### src/hw/rtl/tbrt_pkg.sv
// ----------------------------------------------------------------------------
// tbrt_pkg
// Shared types and constants of the two-bitmap recent block tracker.
// ----------------------------------------------------------------------------
package tbrt_pkg;

    // field widths
    localparam int LIMIT_W = 14;
    localparam int COUNT_W = 13;
    localparam int BLK_W   = 12;

    // request kinds
    localparam logic REQ_MARK  = 1'b0;
    localparam logic REQ_QUERY = 1'b1;

    // recent limit after reset
    localparam logic [LIMIT_W-1:0] LIMIT_RESET = 14'd100;

    // commands from the controller to the datapath
    typedef struct packed {
        logic clr_write;    // clearing pass: stamp one entry as stale
        logic item_read;    // take the item and read its stamp
        logic eval;         // evaluate the item, update stamp, load result
        logic sweep_read;   // read the stamp under the sweep pointer
        logic sweep_check;  // age out that stamp if stale, advance pointer
    } cmd_t;

    // status from the datapath to the controller
    typedef struct packed {
        logic clear_last;   // clearing pass is at its last entry
        logic out_free;     // result register can take a result
    } sts_t;

endpackage

### src/hw/rtl/tbrt_ctrl.sv
// ----------------------------------------------------------------------------
// tbrt_ctrl
// Controller: clearing pass after reset, then per item the sequence
// accept/read, evaluate, sweep read, sweep check.
// ----------------------------------------------------------------------------
module tbrt_ctrl
    import tbrt_pkg::*;
(
    input  logic aclk,
    input  logic aresetn,
    input  logic s_tvalid,
    output logic s_tready,
    input  sts_t sts,
    output cmd_t cmd
);

    localparam logic [2:0] ST_CLEAR = 3'd0;
    localparam logic [2:0] ST_IDLE  = 3'd1;
    localparam logic [2:0] ST_EVAL  = 3'd2;
    localparam logic [2:0] ST_SWRD  = 3'd3;
    localparam logic [2:0] ST_SWCHK = 3'd4;

    logic [2:0] state_reg;
    logic [2:0] state_next;

    // next state and commands
    always_comb begin
        state_next = state_reg;
        cmd        = '0;
        s_tready   = 1'b0;
        case (state_reg)
            ST_CLEAR: begin
                cmd.clr_write = 1'b1;
                if (sts.clear_last) begin
                    state_next = ST_IDLE;
                end
            end
            ST_IDLE: begin
                s_tready = 1'b1;
                if (s_tvalid) begin
                    cmd.item_read = 1'b1;
                    state_next    = ST_EVAL;
                end
            end
            ST_EVAL: begin
                if (sts.out_free) begin
                    cmd.eval   = 1'b1;
                    state_next = ST_SWRD;
                end
            end
            ST_SWRD: begin
                cmd.sweep_read = 1'b1;
                state_next     = ST_SWCHK;
            end
            ST_SWCHK: begin
                cmd.sweep_check = 1'b1;
                state_next      = ST_IDLE;
            end
            default: begin
                state_next = ST_CLEAR;
            end
        endcase
    end

    // state register
    always_ff @(posedge aclk) begin
        if (!aresetn) begin
            state_reg <= ST_CLEAR;
        end else begin
            state_reg <= state_next;
        end
    end

endmodule

### config.mk
export PLATFORM = sky130hd
export DESIGN_NAME = tbrt_ctrl
export DESIGN_NICKNAME = d
export VERILOG_FILES = /design/src/hw/rtl/tbrt_pkg.sv /design/src/hw/rtl/tbrt_ctrl.sv
export SDC_FILE = /design/constraint.sdc
export NUM_CORES = 1
export LEC_CHECK = 0
export BUFFER_PORTS_ARGS = -buffer_cell sky130_fd_sc_hd__buf_4
export CAP_MARGIN = 20
export CORE_AREA = 3 3 40 42
export DETAILED_ROUTE_END_ITERATION = 8
export DIE_AREA = 0 0 43 45
export SLEW_MARGIN = 25
export SYNTH_ARGS = -nofsm -noshare
export SYNTH_HDL_FRONTEND = slang
export SYNTH_SLANG_ARGS = --single-unit
### constraint.sdc
create_clock -name aclk -period 2.2 [get_ports aclk]
set_input_delay 0.11 -clock aclk [delete_from_list [all_inputs] [get_ports aclk]]
set_output_delay 0.11 -clock aclk [all_outputs]
set_load 0.005 [all_outputs]
* Word level (Yosys, flattened, before mapping)
Index checks and enable logic that the tools add are counted.
W data, S select, Z words.
** Cells by class
- Equal/unequal tests :: 7
- Mux-type cells :: 12
- Reductions and logical operators :: 2
** Operators by type and width (count)
- $pmux W3 S5 :: 1
- $mux W3 :: 3
- $mux W1 :: 8
- $eq A3 B2 Y1 const B :: 2
- $ne A2 B2 Y1 const B :: 3
- $eq A3 B1 Y1 const B :: 1
- $eq A3 B3 Y1 const B :: 1
- $logic_not A3 Y1 :: 1
- $reduce_and A3 Y1 :: 1
** Word-level totals
- Bits in registers :: 3
- Bits of input ports :: 5
- Output and inout port bits :: 6
- Logic and storage cells :: 22

* Longest topological paths before layout
Gate-level depths: netlist (run 1).
- Depth after elaboration :: 3
- Mapped depth :: 4
- Mapped depth without buffers :: 3

* Least setup slack after synthesis (run 1)
No wires, ideal clock.
- Path kind :: flip-flop to flip-flop
- Start point :: reg state_reg[1]
- End point :: reg state_reg[0]
- Setup time :: 0.120 ns
- Data arrival time :: 0.813 ns
- Required time :: 2.080 ns
- Path slack :: 1.267 ns
- Cell stages (with the launch flop) :: 5
- Path buffers :: 1
- Clock period less this slack :: 0.933 ns
- Cell sequence :: dfxtp_1 > buf_4 > nand2_1 > nor3_2 > o31a_1
** Between the ends
- Cells in the longest elaborated chain, start to end :: 3
- Elaborated cells on any way between the ends :: 10
- Those cells by class :: eq/ne: 7; mux: 1; reduce/logical: 2
** Ends and longest elaborated chain
- start, declared :: line tbrt_ctrl.sv:23 : logic [2:0] state_reg;
- start signal, assigned :: line tbrt_ctrl.sv:70 : state_reg <= state_next;
- $eq A3 B2 Y1 (tied with other cells) :: line tbrt_ctrl.sv:31 : case (state_reg)
- $ne A2 B2 Y1 (no line)
- $reduce_and A3 Y1 (no line)
Several ways; a longest one is shown, not always the timed one.
A chain may end at the register's enable or synchronous reset.

==> results of run 1 <==
-- cells by family after synthesis --
group,synth area share
AOI/OAI and AO/OA,0.0504
buffers and inverters,0.0647
DFF,0.345
muxes,0.0576
and+or+nand+nor,0.482
-- worst max-delay path, stage by stage (launching register included) --
cell and delay, ns:
sky130_fd_sc_hd__dfxtp_1 0.40, sky130_fd_sc_hd__nand2b_2 0.18, sky130_fd_sc_hd__and2b_1 0.18, sky130_fd_sc_hd__buf_4 0.13
-- where the power goes --
group | internal [uW] | switching [uW] | total [uW]
Clock | 67.8 | 26.5 | 94.4
Combinational | 21.7 | 11.8 | 33.5
Sequential | 58.2 | 6.69 | 64.9
-- through the flow --
| step | setup WS (ns) | std cells | hold WS [ns] |
|---|---|---|---|
| finish | 0.974 | 49 | 0.102 |
| floorplan | 1.27 | 21 | 0.232 |
| CTS | 0.951 | 49 | 0.0960 |
| global placement | 1.23 | 45 | 0.350 |
| global route | 0.905 | 49 | 0.117 |
| detailed placement | 1.20 | 45 | 0.337 |
-- cell usage in the layout (no fill, tap or decap) --
master	count
sky130_fd_sc_hd__inv_1	1
sky130_fd_sc_hd__mux2i_1	1
sky130_fd_sc_hd__nor3b_1	2
sky130_fd_sc_hd__nand2_1	1
sky130_fd_sc_hd__o31a_1	1
sky130_fd_sc_hd__nand2b_2	1
sky130_fd_sc_hd__nor2_1	3
sky130_fd_sc_hd__nor3_2	1
sky130_fd_sc_hd__nor3_1	3
sky130_fd_sc_hd__clkbuf_4	3
sky130_fd_sc_hd__buf_4	10
sky130_fd_sc_hd__and2_1	1
sky130_fd_sc_hd__nor2b_1	1
sky130_fd_sc_hd__clkbuf_1	1
sky130_fd_sc_hd__and2b_1	1
sky130_fd_sc_hd__dfxtp_1	3
-- worst paths after layout --
kind	endpoint	cells after the start
worst max-delay path	cmd[3]	3
worst min-delay path	state_reg[2]	2
worst max register to register	state_reg[0]	3
worst min register to register	state_reg[1]	1
-- synthesized netlist by cell type, drive strengths merged --
cell	number	area (um^2)
and2	1	6.26
nor2	3	11.3
nor3	4	25.0
dfxtp	3	60.1
nor3b	2	15.0
mux2i	1	10.0
buf	1	7.51
nand2b	1	8.76
and2b	1	7.51
nand2	1	3.75
inv	1	3.75
nor2b	1	6.26
o31a	1	8.76
-- metal layers --
metal,up-vias,global-route usage,wire length [um]
met5,-,0,0
met3,0,0.0438,40
met4,0,0.0723,0
li1,96,-,-
met2,4,0.0749,220
met1,75,0.0337,132
-- area by class of cell --
type                       instances  share of cell area
multi-input combinational         16               0.358
timing repair buffer              10               0.262
sequential                         3               0.210
clock buffer                       4              0.0917
tap                               15              0.0655
inverter                           1              0.0131
==> impl_summary.md, run 1 <==
Outcome
The run finished with clean final reports.

Power
For this design the static power due to leakage is 0.000131 uW. The sum of internal, switching and leakage power is 193 uW. Power spread over the standard cell area amounts to 673 mW/mm^2. The largest vdd supply drop is ~0.00019 V.

Yosys
When the netlist entered floorplanning its net count stood at 26. During synthesis, Yosys emitted a total of 0 warnings. The share of the Yosys chip area taken by registers is 0.345. The synthesized instance count is 21. After synthesis the netlist holds a flip-flop and latch count of 3. The distinct cell type count after synthesis is 14. Dividing the synthesized area by the synthesized cell count gives between 8 and 9 um^2. The summed instance area of the synthesized netlist is around 170 um^2.

Route
For this run, the detailed router's first-pass iteration total came to 1. The post-detailed-route via-to-cell ratio is between 3 and 4. The wire length reported by the detailed router is 393 um.

The number of nets with antenna violations after detailed routing is 0. After detailed routing, the average wire length per cell comes to approximately 8.0 um. For this block, the initial DRC count from the detailed router was 0. The routed via count is 175. The count of unresolved DRC violations after routing is 0.

Worst hold path
The path class of the lowest-slack min-delay path is primary input to flop. In this run the most critical hold path is launched from aresetn.

Clocking
Clock tree synthesis found a total of 3 sinks. The root buffer selected by CTS is sky130_fd_sc_hd__clkbuf_4. The later pin in the worst-skew pair is clocked with a latency of around 0.23 ns. The H-tree depth is 1. The number of buffers added to fix hold violations after cts is 0. The clock transition time at the flip-flop clock pins of the worst setup and hold paths is ~0.030 ns.

After clock tree synthesis, the setup repair step added 0 buffers. The clock passes through at most 2 buffers. The total clock buffers created by CTS is 3. The count of instances resized after the clock tree is built is 0.

The TritonCTS clock tree is built.

Finish
After filler insertion, the fill cell instance count of the layout stands at between 150 and 200. At the end of the flow, the number of nets in the layout was 40. The layout overhead on the synthesized area is 64.7%. The final core utilization is 0.223. The fraction of layout cells with a size suffix above 1 is 0.441. The number of antenna diodes in the final layout is 0. The area of the multi-input gates is roughly 100 um^2. The flip-flop count of the largest register, all copies and words added is 3.

In the final layout, flip-flops and latches occupy roughly 60 um^2. The final non-filler cell area is 287 um^2.

Worst setup path
The data arrival time of the worst path is between 1 and 1.5 ns. The launching element of the worst setup path is state_reg[2]. The element type at the critical path start is a flop. The worst endpoint required time is between 2 and 2.5 ns. The worst setup path category is flop to output pin. The source of the worst register-to-register timing path is state_reg[2]. In this run the worst path has a maximum fanout of 6. The type of destination of the critical path is an output pin. The setup check on the worst reg-to-reg path leaves a slack of around 1.2 ns.

Floorplan
Measured along the y axis, the die boundary spans ~45 um. For this configuration, the core starts out at a cell density of 0.135. The total area inside the core boundary comes to ~0.0013 mm^2. 11 I/O pins were placed. The die covers just under 0.002 mm^2. The row count is 13. The die extent in x is 43 um.

STA
Setup violations remaining at the end of the flow were counted as 0. Subtracting the final worst setup slack from the clock period gives roughly 1.2 ns. The count of endpoints failing hold in the final timing report is 0. For the final database, setup skew stands at about 0.00011 ns. The worst slew margin relative to its limit is 0.830.

For the pin with the worst max-slew slack, the measured transition is approximately 0.25 ns. After routing, the total negative slack on setup checks comes to 0 ns. Setup repair after global routing left no endpoint under its margin. Static timing analysis puts the maximum clock frequency at slightly above 800 MHz. The count of pins over their slew limit is 0.

The fraction of the cycle the final worst path needs is 0.557.

Global routing
Across every metal layer, demand over resource in global routing totals 0.0516. The via count of the first global-routing pass was around 170. The total overflow reported by the global router is 0.

Entering global routing, the biggest net connects 10 pins. The number of antenna violations at the first check in global routing came to 0. The first global-routing pass estimated about 660 um of wire.

Placed design
At the end of routability-driven placement, the weighted congestion stood at 0.608. After detailed placement, the total cell area comes to 260 um^2. The number of I/O port buffers is 10.

Job
The tool flagged a number of max-cap violations equal to 0.
Power figures use the tool's default switching activity.
==> run 2, diff against run 1 <==
ABC_AREA = 1   (was unset)
clock period = 1 ns   (was 2.2 ns; I/O delays follow)
==> run 2 against run 1 <==
The run now ends with setup timing left. Synthesized cell count rose by 57%. Via count rose by 40%. Sequential cell count did not move. Hold slack got worse by 0.043 ns. Clock power rose by 130%. Sequential power rose by 130%. Highest routed layer is now met4.
==> impl_summary.md, run 2 <==
Clocking
The H-tree depth was 1 (unchanged). The TritonCTS clock tree is built. The root buffer selected by CTS is sky130_fd_sc_hd__clkbuf_4. The total clock buffers created by CTS came to 3 (unchanged). The maximum root-to-sink buffer count is 2 (unchanged). The clock transition time at the flip-flop clock pins of the worst setup and hold paths was 0.04 ns (about the same). The number of clock sinks is 3 (unchanged). The clock latency at the later pin of the worst-skew pair is 0.23 ns (about the same).

Yosys
The post-synthesis net count is 38 (+46%). The area fraction of the dominant cell type after synthesis came to 0.308 (-0.0376). The synthesized instance count was 33 (+57%). Yosys attributes the largest share of cell area to sky130_fd_sc_hd__dfxtp_1 31%, sky130_fd_sc_hd__inv_1 21%, sky130_fd_sc_hd__nor2_1 15%.

Ranked by instance count, the synthesized netlist is headed by 11 x sky130_fd_sc_hd__inv_1, 8 x sky130_fd_sc_hd__nor2_1, 5 x sky130_fd_sc_hd__nand2_1. The async set-reset flop share out of synthesis is 0 (unchanged). The average size of a mapped cell is 5.91 um^2 (-29%).

The number of synthesized flops with an enable pin came to 0 (unchanged). The distinct cell type count after synthesis is 8 (-6). The summed instance area of the synthesized netlist was 195 um^2 (+12%). The number of register bits inferred by synthesis is 3 (unchanged).

The largest total area in the synthesized netlist belongs to sky130_fd_sc_hd__dfxtp_1. The sequential-to-total area share from yosys stat was 0.308 (-0.0376). The yosys synthesis warning count is 0 (unchanged). The most frequent cell after synthesis is sky130_fd_sc_hd__inv_1. For this run, the leading register cell type out of synthesis is sky130_fd_sc_hd__dfxtp_1.

Finish
From synthesis to final layout, the design area changed by 87.8%. The final non-filler cell area is 367 um^2 (+28%). The fraction of layout cells with a size suffix above 1 is 0.549 (+0.108). The flip-flop count of the largest register, all copies and words added came to 3 (unchanged). The number of antenna cells inserted is 0 (unchanged). The number of standard cells in the final layout excluding fillers was 66 (+35%). The sequential standard cell area was 66.3 um^2 (+10%). Leaving out fill and tap cells, the most frequent cells in the layout are 14 x sky130_fd_sc_hd__buf_4, 10 x sky130_fd_sc_hd__inv_1, 5 x sky130_fd_sc_hd__nor2_1. The total number of nets in the final design was 57 (+43%).

The area of the multi-input gates is 109 um^2 (+6.1%). The most frequent standard cell in the layout excluding fill and tap cells is sky130_fd_sc_hd__buf_4. The total of fill cells in the finished design came to 155 (unchanged).

Floorplan
The die extent in x came to 43 um (unchanged). The number of I/O pins is 11 (unchanged). The die outline area came to 0.00194 mm^2 (unchanged).

The starting utilization of the core area is 0.152 (+0.0166). The core footprint was 0.00128 mm^2 (unchanged). The die outline height is 45 um (unchanged).

The row count is 13 (unchanged).

Worst setup path
The library cell contributing the largest single delay on the critical path is sky130_fd_sc_hd__dfxtp_2. The worst endpoint required time is 0.95 ns (-1.14 ns). STA classifies the critical path endpoint as an output pin. The count of buffering cells on the critical path with inverters included is 1 (unchanged).

The element type at the critical path start is a flop. The data arrival time of the worst path is 0.98 ns (-0.14 ns). Walking the worst path, the cells encountered are nor2_2 > nand2_1 > nor2_1 > buf_4.

The kind of cell adding the most delay to the critical path is flip-flops. The largest incremental delay on the critical path is 0.34 ns (-0.06 ns). The maximum fanout encountered on the critical timing path is 4 (-2). The worst setup path category is flop to output pin.

STA
The transition time of the tightest slew-check pin is 0.153 ns (-0.102 ns). The summed negative setup slack over all endpoints is -0.0598 ns (-0.0598 ns). In the finished design, the share of the clock period the worst path needs comes to 1.03. Setup repair after global routing could not meet its margin everywhere.

The worst slew margin relative to its limit is 0.898 (+0.0679). The achievable clock frequency is 974 MHz. The time the worst path needs with I/O delays and setup is just over 1 ns. The worst clock skew is 0.00541 ns (+0.00530 ns). The count of pins over their slew limit is 0 (unchanged).

The number of setup violations in the final report is 3 (+3). The smallest setup slack after layout is -0.0270 ns (-1.00 ns). The count of endpoints failing hold in the final timing report is 0 (unchanged).

Power
The portion of total power attributed to the clock network was 0.387 (-0.102). The cell-internal power is 388 uW (+160%). The switching component of the power is 162 uW (+260%). The share of total power consumed by net switching is 0.295 (+0.0617). The sum of internal, switching and leakage power is 550 uW (+190%).

The power per unit of standard cell area is 1500 mW/mm^2 (+120%). The largest vdd supply drop is 0.000420 V (+120%). The portion of total power attributed to sequential cells is 0.272 (-0.065).

The static power due to leakage is 0.000212 uW (+63%). The combinational share of power came to 0.341 (+0.167).

Outcome
The final reports fail on setup timing. The flow ran to the end, but the final reports show violations.

Placed design
The cell count after placement came to 58 (+29%). The number of I/O port buffers was 10 (unchanged). The HPWL reported at the end of detailed placement is about 370 um.

The routability congestion estimate is 0.626 (+3.0%). The cell area after placement came to 289 um^2 (+11%). The worst slack at placement was 0.113 ns (-1.09 ns).

Route
The number of search-and-repair iterations in the first detailed-routing pass is 2 (+1). The routed via count is 245 (+40%). The count of routing violations after the opening detailed-route iteration is 5 (+5). The post-detailed-route via-to-cell ratio was 3.71 (+3.9%). The average wire per cell in the routed design was 7.53 um (-6.1%). The wire length reported by the detailed router is 497 um (+26%).

The count of unresolved DRC violations after routing is 0 (unchanged). The number of nets with antenna violations after detailed routing is 0 (unchanged).

Job
The number of max-cap violations is 0 (unchanged).

Global routing
The met2 demand-to-capacity share in global routing is 0.0838 (+0.00898). The number of antenna violations at the first check in global routing was 0 (unchanged). The met1 layer usage reported by global route came to 0.0553 (+0.0216). The via count of the first global-routing pass was 221 (+29%). The total overflow reported by the global router came to 0 (unchanged). The combined global-route utilization of all metal layers came to 0.0607 (+0.00911). The wire length of the first global-routing pass is 786 um (+20%). The global-route track usage on met3 is 0.0279 (-0.0159). The pin count of the biggest net entering global routing is 6 (-4). The routing layer with the top usage in global route is met4.

Worst hold path
In this run the worst hold path is classified as primary input to flop.
run 2: cell count changes in the layout (fill, tap and decap cells not counted), moves of 2 or more:
cell,delta
sky130_fd_sc_hd__dfxtp_1,-3
sky130_fd_sc_hd__nor3b_1,-2
sky130_fd_sc_hd__inv_1,+9
sky130_fd_sc_hd__nand2_1,+3
sky130_fd_sc_hd__nor2_2,+3
sky130_fd_sc_hd__nor3_1,-3
sky130_fd_sc_hd__dfxtp_2,+2
sky130_fd_sc_hd__nor2_1,+2
sky130_fd_sc_hd__buf_4,+4
sky130_fd_sc_hd__nand3_1,+2
run 2: cells by family after synthesis:
group                  synth area share
AO/OA/AOI/OAI                    0.0641
buffers and inverters             0.212
flip-flops                        0.308
AND/OR/NAND/NOR                   0.417
run 2: power by group through the flow:
stage | Clock, uW | Sequential [uW] | Combinational [uW]
after floorplan | 0 | 142 | 81.4
after global placement | 0 | 143 | 138
after detailed placement | 0 | 144 | 140
after CTS | 229 | 148 | 176
after global routing | 234 | 152 | 210
final | 213 | 150 | 188
run 2: area by class of cell:
type	count	share of cell area
clock buffer	4	0.0717
timing repair buffer	14	0.287
tap	15	0.0512
sequential	3	0.181
multi-input combinational	19	0.297
inverter	11	0.113
run 2: worst min-delay path, cell delays in order:
cell	delay, ns
sky130_fd_sc_hd__buf_4	0.08
sky130_fd_sc_hd__nand4_1	0.08
sky130_fd_sc_hd__inv_1	0.05
run 2: worst paths after layout:
path	to	cells past startpoint	slack [ns]	startpoint
hold reg to reg	state_reg[2]	2	0.51	state_reg[1]
hold / removal	state_reg[1]	3	0.06	aresetn
setup / recovery	cmd[2]	4	-0.03	state_reg[2]
setup reg to reg	state_reg[0]	5	0.05	state_reg[0]
run 2: what timing repair did:
action | in CTS | in global routing
hold buffers | 0 | 0
gates resized for setup | 7 | 3
endpoints found under the setup margin | 6 | 7
pin swaps | 1 | 0
setup buffers | 3 | 1
run 2: per-stage QoR:
step | util | hold WS (ns)
after detailed placement | 0.225 | 0.301
final | 0.285 | 0.0583
after floorplan | - | 0.193
after global routing | 0.285 | 0.0645
after CTS | 0.272 | 0.0511
after global placement | 0.225 | 0.303
run 2: metal layers:
| layer | part of all wire | vias to the layer above | wire length, um |
|---|---|---|---|
| li1 | - | 132 | - |
| met1 | 0.41 | 105 | 204 |
| met2 | 0.49 | 6 | 243 |
| met3 | 0.080 | 2 | 40 |
| met4 | 0.016 | 0 | 8 |
| met5 | 0 | - | 0 |
==> run 3, diff against run 2 <==
ABC_AREA = unset   (was 1)
PLACE_DENSITY = 0.37   (was unset)
==> run 3 against run 2 <==
Critical endpoint is now cmd[3]. The run still ends with setup timing left. Via count is 18% lower. Sequential cell count is the same. Sequential share of layout area up 2.3 points. Wire length shrank 1.8%. Hold slack got worse by 0.017 ns.
==> impl_summary.md, run 3 (synthesis gave the netlist of run 1 again) <==
Clocking
The clock transition time at the flip-flop clock pins of the worst setup and hold paths came to 0.04 ns (about the same). The root buffer selected by CTS is sky130_fd_sc_hd__clkbuf_4. The maximum root-to-sink buffer count is 2 (unchanged). The number of clock sinks is 3 (unchanged). The TritonCTS clock tree is built. The H-tree depth is 1 (unchanged).

The clock latency at the later pin of the worst-skew pair is 0.23 ns (about the same). The total clock buffers created by CTS is 3 (unchanged). The number of buffers added to fix hold violations after cts was 0 (unchanged).

Finish
The total number of nets in the final design is 43 (-25%). The layout overhead on the synthesized area is 101%. The number of standard cells in the final layout excluding fillers was 52 (-21%).

The flip-flop count of the largest register, all copies and words added is 3 (unchanged). The library cells used most frequently in the layout, excluding fill and tap cells, are 12 x sky130_fd_sc_hd__buf_4, 3 x sky130_fd_sc_hd__clkbuf_4, 3 x sky130_fd_sc_hd__dfxtp_4. The number of antenna cells inserted came to 0 (unchanged). The fraction of layout cells with a size suffix above 1 was 0.676 (+0.127).

The most frequent standard cell in the layout excluding fill and tap cells is sky130_fd_sc_hd__buf_4.

Power
The largest vdd supply drop is 0.000430 V (+2.3%). The power per unit of standard cell area came to 1280 mW/mm^2 (-15%). The static power due to leakage came to 0.000152 uW (-28%).

Outcome
The run finished, with violations left. The checks that failed: setup timing.

STA
The transition time of the tightest slew-check pin is 0.172 ns (+0.0191 ns). The worst clock skew came to 0.000334 ns (-0.00508 ns). The count of pins over their slew limit was 0 (unchanged). The count of endpoints failing hold in the final timing report is 0 (unchanged). The smallest setup slack after layout is -0.0720 ns (-0.0449 ns). The final hold slack is 0.0411 ns (-0.0172 ns). The achievable clock frequency was 933 MHz (-4.2%). Setup repair after global routing could not meet its margin everywhere. The time the worst path needs with I/O delays and setup is 1.07 ns (+0.0449 ns).

The number of setup violations in the final report is 4 (+1). The fraction of the cycle the final worst path needs is 1.07 (+0.0449). The worst slew margin relative to its limit is 0.884 (-0.0134).

Worst setup path
The register-to-register setup slack was -0.04 ns (-0.09 ns). The count of buffering cells on the critical path with inverters included is 1 (unchanged). In this design, the largest share of critical-path delay is due to simple AND/OR/NAND/NOR gates. The endpoint of the worst-slack reg-to-reg timing path is state_reg[0]. The largest incremental delay on the critical path came to 0.34 ns (about the same). The worst endpoint required time came to 0.95 ns (about the same). The number of cells on the worst reg-to-reg path is 4 (-1).

Among all stages on the critical path, the largest delay is contributed by sky130_fd_sc_hd__dfxtp_4. The data arrival time of the worst path is 1.02 ns (+0.04 ns). The maximum fanout encountered on the critical timing path was 5 (+1). The source of the worst register-to-register timing path is state_reg[2]. The type of destination of the critical path is an output pin. The worst setup path category is flop to output pin. STA classifies the critical path startpoint as a flop. The critical path goes through nand2b_4 > and2b_1 > buf_6.

Floorplan
The die outline area is 0.00194 mm^2 (unchanged). The core footprint came to 0.00128 mm^2 (unchanged). The starting utilization of the core area is 0.135 (-0.0166).

The row count was 13 (unchanged). The number of I/O pins is 11 (unchanged). The die extent in x is 43 um (unchanged). The die outline height was 45 um (unchanged).

Route
The routed via count is 201 (-18%). The number of nets with antenna violations after detailed routing is 0 (unchanged). The count of routing violations after the opening detailed-route iteration was 0 (-5). The count of unresolved DRC violations after routing came to 0 (unchanged). The number of search-and-repair iterations in the first detailed-routing pass is 1 (-1). The post-detailed-route via-to-cell ratio is 3.87 (+4.1%).

The wire length reported by the detailed router came to 488 um (-1.8%). The average wire per cell in the routed design is 9.38 um (+25%).

Job
The number of max-cap violations is 0 (unchanged).

Placed design
The routability congestion estimate is 0.645 (+3.0%). The number of I/O port buffers is 10 (unchanged). The cell count after placement is 45 (-22%).

Global routing
The wire length of the first global-routing pass is 876 um (+11%). The combined global-route utilization of all metal layers is 0.0666 (+0.00582). The pin count of the biggest net entering global routing is 7 (+1).

The number of antenna violations at the first check in global routing is 0 (unchanged). The total overflow reported by the global router is 0 (unchanged). The via count of the first global-routing pass is 221 (unchanged).

Worst hold path
The path class of the lowest-slack min-delay path is primary input to flop. The startpoint of the lowest-slack hold path is aresetn. The hold path depth is 2 (-1). For hold timing, the worst endpoint is state_reg[2].
## run 3: worst register-to-register path, cell delays in order, from the launching register on
cell and delay (ns):
sky130_fd_sc_hd__dfxtp_4 0.35, sky130_fd_sc_hd__buf_4 0.13, sky130_fd_sc_hd__nor3_4 0.04, sky130_fd_sc_hd__buf_4 0.13, sky130_fd_sc_hd__o31a_1 0.28
## run 3: what timing repair did
| action | CTS | global route |
|---|---|---|
| resized for setup | 8 | 5 |
| pin swaps | 1 | 2 |
| setup endpoints to repair | 6 | 7 |
| setup buffers | 2 | 1 |
## run 3: stage by stage
| stage | setup TNS [ns] | worst slack [ns] | power, uW | util | instance area, um^2 |
|---|---|---|---|---|---|
| after floorplan | 0 | 0.0670 | 181 | - | 174 |
| after global placement | 0 | 0.00738 | 221 | 0.203 | 260 |
| after detailed placement | 0 | 0.0134 | 221 | 0.203 | 260 |
| after CTS | -0.211 | -0.0930 | 452 | 0.249 | 320 |
| after global routing | -0.508 | -0.127 | 500 | 0.273 | 350 |
| final | -0.148 | -0.0720 | 448 | 0.273 | 350 |
## run 3: worst max-delay path by stage
stage | startpoint | endpoint | slack, ns | depth (start not counted)
final | state_reg[2] | cmd[3] | -0.07 | 3
after global routing | state_reg[2] | cmd[3] | -0.13 | 3
after CTS | state_reg[2] | cmd[3] | -0.09 | 3
after detailed placement | state_reg[2] | state_reg[0] | 0.01 | 3
after global placement | state_reg[2] | state_reg[0] | 0.007 | 3
after floorplan | state_reg[1] | state_reg[0] | 0.07 | 4
## run 3: layer usage
| metal | vias to the layer above | GRT usage | part of all wire |
|---|---|---|---|
| met5 | - | 0 | 0 |
| met3 | 0 | 0.0398 | 0.094 |
| met4 | 0 | 0.0723 | 0 |
| li1 | 103 | - | - |
| met1 | 91 | 0.0553 | 0.36 |
| met2 | 7 | 0.105 | 0.55 |
## run 3: final cells by class
class	instances	area, um^2
Clock buffer	4	26.3
Tap cell	15	18.8
Timing Repair Buffer	13	101
Inverter	1	3.75
Fill cell	155	935
Sequential cell	3	71.3
Multi-Input combinational cell	16	129
## run 3: report_power, final
group	switching, uW	internal, uW
Sequential	18.1	126
Combinational	34.9	60.6
Clock	58.8	149
Total	112	336
